`src/rtl/core/cyclotomic_z9_ring_alu_unit_defines.svh`:
```
// Assertion macros for the ring ALU unit.
`ifndef CYCLOTOMIC_Z9_RING_ALU_UNIT_DEFINES_SVH
`define CYCLOTOMIC_Z9_RING_ALU_UNIT_DEFINES_SVH
// Checks that an implication holds on every rising clock edge outside reset.
`define CZ_ASSERT_IMP(label, clk, rst, lhs, rhs, msg) \
  label: assert property (@(posedge clk) disable iff (rst) (lhs) |-> (rhs)) \
    else $error(msg);
// Checks that a condition holds in the cycle after a trigger.
`define CZ_ASSERT_NEXT(label, clk, rst, lhs, rhs, msg) \
  label: assert property (@(posedge clk) disable iff (rst) (lhs) |=> (rhs)) \
    else $error(msg);
`endif

```
`src/rtl/core/cz9_pkg.sv`:
```
// ----------------------------------------------------------------------------
// cz9_pkg
// Types, opcodes and sequencer states of the ninth-root ring ALU.
// ----------------------------------------------------------------------------
package cz9_pkg;

  localparam int CoeffWidth = 32;
  localparam int NumCoeff = 6;

  typedef logic signed [CoeffWidth-1:0] coeff_t;
  typedef coeff_t [NumCoeff-1:0] vec_t;

  typedef enum logic [3:0] {
    OP_LOAD = 4'd0, OP_ADD = 4'd1, OP_SUB = 4'd2, OP_MUL = 4'd3, OP_SCALE = 4'd4,
    OP_DIV = 4'd5, OP_GALOIS = 4'd6, OP_NORM = 4'd7, OP_TRACE = 4'd8
  } opcode_t;

  typedef enum logic [3:0] {
    ST_IDLE, ST_MUL, ST_SCALE, ST_DIV_START, ST_DIV_WAIT, ST_NCONJ, ST_NMUL,
    ST_WEIGHT, ST_DONE
  } state_t;

  typedef struct packed {
    logic [3:0]   opcode;
    coeff_t       operand_c0;
    coeff_t       operand_c1;
    coeff_t       operand_c2;
    coeff_t       operand_c3;
    coeff_t       operand_c4;
    coeff_t       operand_c5;
    coeff_t       scalar_value;
    logic [3:0]   galois_power;
  } in_item_t;

  typedef struct packed {
    coeff_t result_c0;
    coeff_t result_c1;
    coeff_t result_c2;
    coeff_t result_c3;
    coeff_t result_c4;
    coeff_t result_c5;
    coeff_t norm_or_trace;
    coeff_t quad_form;
    coeff_t abs_weight;
    coeff_t signed_sum;
    logic   divide_by_zero;
  } out_item_t;

  // Fold a cyclic nine-term vector using z^(r+6) = -z^r - z^(r+3).
  function automatic vec_t fold9(input coeff_t t [9]);
    vec_t d;
    for (int r = 0; r < 3; r++) begin
      d[r] = t[r] - t[r+6];
      d[r+3] = t[r+3] - t[r+6];
    end
    return d;
  endfunction

  // Galois map z -> z^k for k below nine, then fold.
  function automatic vec_t galois_map(input vec_t a, input logic [3:0] k);
    coeff_t t [9];
    logic [4:0] e;
    for (int i = 0; i < 9; i++) t[i] = '0;
    e = '0;
    for (int i = 0; i < NumCoeff; i++) begin
      t[e[3:0]] = t[e[3:0]] + a[i];
      // Step the exponent by k, modulo nine.
      e = e + 5'(k);
      if (e >= 5'd9) e = e - 5'd9;
    end
    return fold9(t);
  endfunction

  // Conjugate exponents of the norm in order.
  function automatic logic [3:0] conj_power(input logic [2:0] n);
    logic [3:0] r;
    unique case (n)
      3'd0: r = 4'd1;
      3'd1: r = 4'd2;
      3'd2: r = 4'd4;
      3'd3: r = 4'd5;
      3'd4: r = 4'd7;
      default: r = 4'd8;
    endcase
    return r;
  endfunction

  function automatic logic [3:0] mod9(input logic [3:0] k);
    return (k >= 4'd9) ? k - 4'd9 : k;
  endfunction

endpackage

```
`src/rtl/core/cz9_divider.sv`:
```
// ----------------------------------------------------------------------------
// cz9_divider
// Radix-2 restoring divider for signed values, truncating toward zero.
// ----------------------------------------------------------------------------
module cz9_divider (
  input  logic            clk,
  input  logic            rst,
  input  logic            start,
  input  cz9_pkg::coeff_t dividend,
  input  cz9_pkg::coeff_t divisor,
  output logic            busy,
  output logic            done,
  output cz9_pkg::coeff_t quotient
);
  import cz9_pkg::*;

  localparam int CntW = $clog2(CoeffWidth + 1);

  logic [CoeffWidth-1:0] rem_q;
  logic [CoeffWidth-1:0] quo;
  logic [CoeffWidth-1:0] mag_d;
  logic [CntW-1:0]       count;
  logic                  neg;
  logic [CoeffWidth:0]   trial;

  // One quotient bit a cycle.
  assign trial = {rem_q, quo[CoeffWidth-1]} - {1'b0, mag_d};

  always_ff @(posedge clk) begin
    if (rst) begin
      busy <= 1'b0;
      done <= 1'b0;
      count <= '0;
    end else begin
      done <= 1'b0;
      if (start) begin
        busy <= 1'b1;
        count <= CntW'(CoeffWidth);
      end else if (busy) begin
        count <= count - 1'b1;
        if (count == CntW'(1)) begin
          busy <= 1'b0;
          done <= 1'b1;
        end
      end
    end
  end

  always_ff @(posedge clk) begin
    if (start) begin
      rem_q <= '0;
      quo <= dividend[CoeffWidth-1] ? -dividend : dividend;
      mag_d <= divisor[CoeffWidth-1] ? -divisor : divisor;
      neg <= dividend[CoeffWidth-1] ^ divisor[CoeffWidth-1];
    end else if (busy) begin
      if (!trial[CoeffWidth]) begin
        rem_q <= trial[CoeffWidth-1:0];
        quo <= {quo[CoeffWidth-2:0], 1'b1};
      end else begin
        rem_q <= {rem_q[CoeffWidth-2:0], quo[CoeffWidth-1]};
        quo <= {quo[CoeffWidth-2:0], 1'b0};
      end
    end
  end

  assign quotient = neg ? -coeff_t'(quo) : coeff_t'(quo);

endmodule

```
`config.mk`:
```
export PLATFORM = sky130hd
export DESIGN_NAME = cz9_divider
export DESIGN_NICKNAME = d
export VERILOG_FILES = /design/src/rtl/core/cyclotomic_z9_ring_alu_unit_defines.svh /design/src/rtl/core/cz9_pkg.sv /design/src/rtl/core/cz9_divider.sv
export SDC_FILE = /design/constraint.sdc
export NUM_CORES = 1
export LEC_CHECK = 0
export BUFFER_PORTS_ARGS = -buffer_cell sky130_fd_sc_hd__buf_4
export CAP_MARGIN = 20
export CORE_MARGIN = 4
export CORE_UTILIZATION = 47
export CTS_CLUSTER_DIAMETER = 40
export DETAILED_ROUTE_END_ITERATION = 7
export PLACE_DENSITY = 0.67
export SYNTH_ARGS = -nofsm -noshare
export SYNTH_HDL_FRONTEND = slang
export SYNTH_SLANG_ARGS = --single-unit
```
`constraint.sdc`:
```
create_clock -name clk -period 9.3 [get_ports clk]
set_input_delay 0.93 -clock clk [delete_from_list [all_inputs] [get_ports clk]]
set_output_delay 0.93 -clock clk [all_outputs]
set_load 0.1 [all_outputs]
```
==> flow_summary.ini, run 1 <==
[clocking]
htreeDepth = 3
cts.clk_slew.worst_paths_ns = 0.08
clockBufferDepth = 2
cts_tree = done
clk-insertion-delay-late_ns = 0.36
cts_hold_repair.buffers = 0
root_buffer = clkbuf_16
cts-resized-gates = 0
clock_sinks = 105
cts_setup_buffers = 0
cts_buffers = 9

[run]
drv_cap = 0

[detailed_routing]
drtPass1Iterations = 5
postRouteAntennaNets = 0
via_per_inst = 5.74
wl_per_cell_um = 16.0
drt_iter0_drc = 463
drc_errors = 0
wirelength_mm = 19.6
num_vias = 7003

[floorplanning]
die_x_um = 138
ios = 101
die_h_um = 138
rows = 47
start_util_pct = 48.0
design.core.area_um2 = 16600
dieArea_um2 = 19100

[synthesis]
yosysWarnings = 0
synthesis.area_um2 = 7960
yosysTopAreaCell = edfxtp_1
synth_edf_count = 65
muxShareOfSynthArea_pct = 0.645
synthFlopType = edfxtp_1
async_flop_share_pct = 0
syn_inst = 929
synth-simple-area-share_pct = 18.3
synth_compound_gate_area_share_pct = 23.0
synth.distinct_cells = 67
synth-seq-cells = 105
netlist_top_cells_area = edfxtp_1, dfxtp_1, xnor2_1
syn_avg_cell_area_um2 = 8.57
synth_top_area_share_pct = 24.5
syn_nets = 1034
seq_area_frac_synth_pct = 34.6
yosys.area_share.adder_pct = 6.07
synth_top_family_by_area = compound AO/OA/AOI/OAI gates
synth-xor-area-share_pct = 12.7

[grt]
first_global_vias = 6502
antenna_found_initial = 0
grt_remaining_overflow = 0
grt_pass1_wl_mm = 32.7
grt_use_total_pct = 20.2
grt_max_degree = 80

[layout]
diodes = 0
final_area_um2 = 9100
n_fill_cell = 1578
num-nets-final = 1100
drive_gt1_share_pct = 14.4
synthToLayoutAreaGrowth_pct = 14.4
fin_util_pct = 54.9

[critical_path]
endpoint_kind = output pin
crit_start = quo[0]$_DFFE_PP_
cp-start-kind = flip-flop
critical_path_class = reg -> out
worstPathRequired_ns = 8.37
cp-endpoint = quotient[28]
cp_max_fo = 5
r2r_end = rem_q[31]$_SDFFE_PP0P_
r2r-start = quo[31]$_DFFE_PP_
r2r_slack_ns = 5.10
cp.arrival_ns = 3.59
reg2reg_depth = 11

[placed_design]
dp_slack_ns = 5.16
place_congestion = 0.894
dpl-instance-area_um2 = 8840
hpwl_mm = 14.3
portBuffers = 100

[outcome]
status = finished, final reports clean

[sta]
finClkSkew_ns = 0.0121
tns_ns = 0
finalCritPeriodShare_pct = 48.6
holdWs_ns = 0.483
grt_setup_unrepaired = false
layout_setup_ws_ns = 4.78
fmax_ghz = 0.221
period_minus_slack_ns = 4.52
maxSlewViolCount = 0
hold_violations = 0
worst_slew_pin_slew_ns = 1.03
finalSetupViolCount = 0
relSlewSlack_pct = 31.5

[power_and_ir_drop]
power_density_nw_per_um2 = 183
p_leak_nw = 3.54
peakVddDrop_mv = 0.101

[hold_path]
hold_path.class = reg -> reg
-- report_power, final --
group	internal (mW)	switching [mW]	total (mW)
Clock	0.180	0.178	0.358
Sequential	0.550	0.0428	0.593
Combinational	0.225	0.492	0.716
Total	0.955	0.713	1.67
-- routing by layer --
layer  share of wire [%]  wire (um)  global-route usage [%]
met1                  48       9410                    29.7
met3                 6.2       1220                    4.14
met4                 1.1        212                    4.37
met2                  45       8710                    30.8
met5                   0          0                       0
-- cell usage after synthesis (6+ instances only) --
cell       n
buf_1      6
a211oi_1  13
or2_2      8
edfxtp_1  65
nand2_1   69
nand3_1   23
o21bai_1   8
clkbuf_1  41
xnor2_1   74
a21o_1    12
a21oi_1   66
inv_1     46
o21a_1     6
o41ai_1   11
or4_1      8
o31ai_1   28
dfxtp_1   40
o21ai_0   73
nand4_1    7
nor3_1    11
or3_1     20
xor2_1    41
ha_1      37
nor2_1    89
nand2b_1  14
a311oi_1  28
o211ai_1   6
and3_1     7
-- cells in the final DEF, fill, tap and decap left out, types with 6 or more instances in the layout --
master / Yosys / final
and3_1: 7 / 7
nor3_1: 11 / 10
xnor2_1: 74 / 74
nand2b_1: 14 / 14
edfxtp_1: 65 / 65
dfxtp_1: 40 / 39
clkbuf_16: 0 / 9
a211oi_1: 13 / 13
nand4_1: 7 / 7
a311oi_1: 28 / 28
o21ai_0: 73 / 72
o211ai_1: 6 / 6
nand2_1: 69 / 69
ha_1: 37 / 37
or2_2: 8 / 8
nor2_1: 89 / 89
or3_1: 20 / 20
inv_1: 46 / 46
a21o_1: 12 / 12
a21oi_1: 66 / 66
o31ai_1: 28 / 28
o41ai_1: 11 / 11
xor2_1: 41 / 41
or4_1: 8 / 8
o21bai_1: 8 / 8
nand3_1: 23 / 23
buf_4: 1 / 106
o21a_1: 6 / 6
-- worst min path at each step --
stage	end	start	cells past startpoint	slack, ns
3_5_place_dp	count[0]$_SDFFE_PP0P_	count[0]$_SDFFE_PP0P_	2	0.48
5_1_grt	count[0]$_SDFFE_PP0P_	count[0]$_SDFFE_PP0P_	2	0.51
4_1_cts	rem_q[1]$_SDFFE_PP0P_	rem_q[1]$_SDFFE_PP0P_	2	0.49
6_report	rem_q[1]$_SDFFE_PP0P_	rem_q[1]$_SDFFE_PP0P_	2	0.48
3_3_place_gp	count[0]$_SDFFE_PP0P_	count[0]$_SDFFE_PP0P_	2	0.48
2_1_floorplan	rem_q[1]$_SDFFE_PP0P_	rem_q[1]$_SDFFE_PP0P_	2	0.44
-- logic make-up after synthesis --
group           count (synthesis)
compound gates                279
fa+ha+maj                      38
mux                             5
xor+xnor                      115
buf+inv                        98
flops                         105
simple gates                  289
-- final cells by class --
class	instances	area [um2]	share of cell area, %
Multi-Input combinational cell	726	4840	53.1
Clock inverter	6	35.0	0.385
Tap cell	220	275	3.02
Timing Repair Buffer	106	796	8.74
Sequential cell	105	2750	30.3
Clock buffer	10	229	2.52
Inverter	47	176	1.94
-- critical path: stages (launching register included) --
cell	delay, ns
edfxtp_1	0.46
inv_1	0.09
ha_1	0.19
nand3b_1	0.13
or3_4	0.41
or3_4	0.39
or4_4	0.51
or3_4	0.41
o31ai_4	0.18
xnor2_1	0.14
buf_4	0.31
-- through the flow --
stage                     cells  power [mW]
final                      1220        1.67
after detailed placement   1204        1.31
after floorplan             929        1.14
after global placement     1204        1.31
after global routing       1220        1.76
after CTS                  1220        1.67
-- state kept, by name (all words and copies together) (netlist names) --
register	count
mag_d	32
quo	32
rem_q	32
count	6
busy	1
done	1
neg	1
Power figures use the tool's default switching activity.
==> run 2, diff against run 1 <==
--- a/config.mk
+++ b/config.mk
@@ -11,7 +11,7 @@
 export CORE_UTILIZATION = 47
 export CTS_CLUSTER_DIAMETER = 40
 export DETAILED_ROUTE_END_ITERATION = 7
-export PLACE_DENSITY = 0.67
+export PLACE_DENSITY = 0.69
 export SYNTH_ARGS = -nofsm -noshare
 export SYNTH_HDL_FRONTEND = slang
 export SYNTH_SLANG_ARGS = --single-unit
==> constraint.sdc (replaced) <==
create_clock -name clk -period 4 [get_ports clk]
set_input_delay 0.4 -clock clk [delete_from_list [all_inputs] [get_ports clk]]
set_output_delay 0.4 -clock clk [all_outputs]
set_load 0.1 [all_outputs]
==> run 2 against run 1 <==
Hold slack got worse by 0.28 ns. Largest power group unchanged. First-iteration DRC count rose by 3.0%. Die area did not move. Combinational power rose by 140%. Highest routed layer unchanged. Setup slack worse by 4.7 ns. Critical endpoint unchanged. Sequential power grew 130%. Sequential share of layout area decreased by 0.62 points. Flip-flop and latch count stayed put. Design area grew 2.1%.
==> flow_summary.ini, run 2 (synthesis gave the netlist of run 1 again) <==
[critical_path]
r2r_end = rem_q[12]$_SDFFE_PP0P_
cp-start-kind = flip-flop
critical_path_class = reg -> out
crit_start = quo[1]$_DFFE_PP_
cp-endpoint = quotient[28]
reg2reg_depth = 12
r2r-start = quo[31]$_DFFE_PP_
cp.arrival_ns = 3.48
endpoint_kind = output pin
crit_top_cell = or3_4
r2r_slack_ns = 0.46
slowest_delay_ns = 0.51
cp_cell_sequence = inv_1 > ha_2 > nand3b_1 > or3_4 > or3_4 > or4_4 > or3_4 > o31ai_4 > xnor2_1 > buf_6
worstPathRequired_ns = 3.60
cp_max_fo = 4
crit_slowest_cell = or4_4

[clocking]
root_buffer = clkbuf_16
htreeDepth = 3
clk-insertion-delay-late_ns = 0.36
cts_buffers = 9
cts_hold_repair.buffers = 0
clockBufferDepth = 2
clock_sinks = 105
cts_tree = done
cts.clk_slew.worst_paths_ns = 0.07

[detailed_routing]
wirelength_mm = 19.6
wl_per_cell_um = 15.9
drc_errors = 0
postRouteAntennaNets = 0
via_per_inst = 5.79
drt_iter0_drc = 477
drtPass1Iterations = 5
num_vias = 7135

[grt]
grt_pass1_wl_mm = 32.4
grt_use_total_pct = 20.1
first_global_vias = 6575
antenna_found_initial = 0
grt_remaining_overflow = 0
grt_max_degree = 60

[layout]
drive_gt1_share_pct = 16.2
final_cell_mix = buf_4, nor2_1, xnor2_1
diodes = 0
final_area_um2 = 9300
synthToLayoutAreaGrowth_pct = 16.8
reg.largest.list = mag_d: 32 flops, quo: 32 flops, rem_q: 32 flops
final_common_cell = buf_4
num-nets-final = 1112

[floorplanning]
ios = 101
dieArea_um2 = 19100
die_x_um = 138
start_util_pct = 48.0
die_h_um = 138
design.core.area_um2 = 16600
rows = 47

[sta]
finalCritPeriodShare_pct = 97.0
worst_slew_pin_slew_ns = 0.692
period_minus_slack_ns = 3.88
finalSetupViolCount = 0
maxSlewViolCount = 0
finClkSkew_ns = 0.00955
relSlewSlack_pct = 53.9
hold_violations = 0
fmax_ghz = 0.258

[run]
drv_cap = 0

[outcome]
status = finished, final reports clean

[power_and_ir_drop]
power_mw = 3.99
peakVddDrop_mv = 0.221
p_leak_nw = 3.64
power_density_nw_per_um2 = 429

[hold_path]
hp-start = rst
hold_path.class = in -> reg

[placed_design]
dpl-instance-area_um2 = 8950
portBuffers = 100
place_congestion = 0.881
hpwl_mm = 14.6
==> run 2: report_power, final <==
| group | internal, mW | switching (mW) | total [mW] |
|---|---|---|---|
| combinational | 0.546 | 1.15 | 1.70 |
| sequential | 1.28 | 0.102 | 1.38 |
| clock | 0.489 | 0.421 | 0.910 |
| total | 2.31 | 1.68 | 3.99 |
==> run 2: final cells by class <==
cell class | count | area (um2)
inverter | 47 | 176
multi-input combinational | 726 | 4870
clock buffer | 10 | 229
fill | 1540 | 7290
timing repair buffer | 118 | 918
tap | 220 | 275
sequential | 105 | 2750
clock inverter | 6 | 67.6
==> run 2: worst min path at each step <==
stage	cells after the start	slack [ns]	to
2_1_floorplan	2	0.44	rem_q[1]$_SDFFE_PP0P_
3_3_place_gp	2	0.48	count[0]$_SDFFE_PP0P_
3_5_place_dp	2	0.48	count[0]$_SDFFE_PP0P_
4_1_cts	2	0.19	busy$_SDFF_PP0_
5_1_grt	2	0.20	count[5]$_SDFFE_PP0P_
6_report	2	0.20	busy$_SDFF_PP0_
==> run 2: through the flow <==
stage / setup TNS (ns) / util, % / hold slack, ns / cells / setup slack (ns)
2_1_floorplan: 0 / - / 0.442 / 929 / 0.132
3_3_place_gp: 0 / 54.0 / 0.479 / 1212 / 0.447
3_5_place_dp: 0 / 54.0 / 0.481 / 1212 / 0.385
4_1_cts: 0 / 55.8 / 0.191 / 1228 / 0.0347
5_1_grt: -0.00380 / 56.1 / 0.199 / 1232 / -0.00380
6_report: 0 / 56.1 / 0.201 / 1232 / 0.120
==> run 2: layer usage <==
metal	track usage, %	part of all wire, %	up-vias
met2	31.4	45	216
met1	28.6	48	3339
met3	3.00	5.3	24
met5	0	0	-
li1	-	-	3556
met4	6.71	1.7	0
==> run 2: critical path: cells and delay by family, from the launching register on <==
kind,cells,cell delay [ns]
buf+inv,2,0.35
xor+xnor,1,0.15
flops,1,0.43
fa+ha+maj,1,0.19
compound gates,1,0.18
simple gates,5,1.81
==> run 2: what timing repair did <==
| item | in CTS | in global routing |
|---|---|---|
| buffers inserted | 0 | 4 |
| hold endpoints to repair | 0 | 0 |
| pin swaps | 0 | 1 |
| gates cloned | 0 | 0 |
| endpoints found under the setup margin | 2 | 3 |
| resized for setup | 2 | 2 |
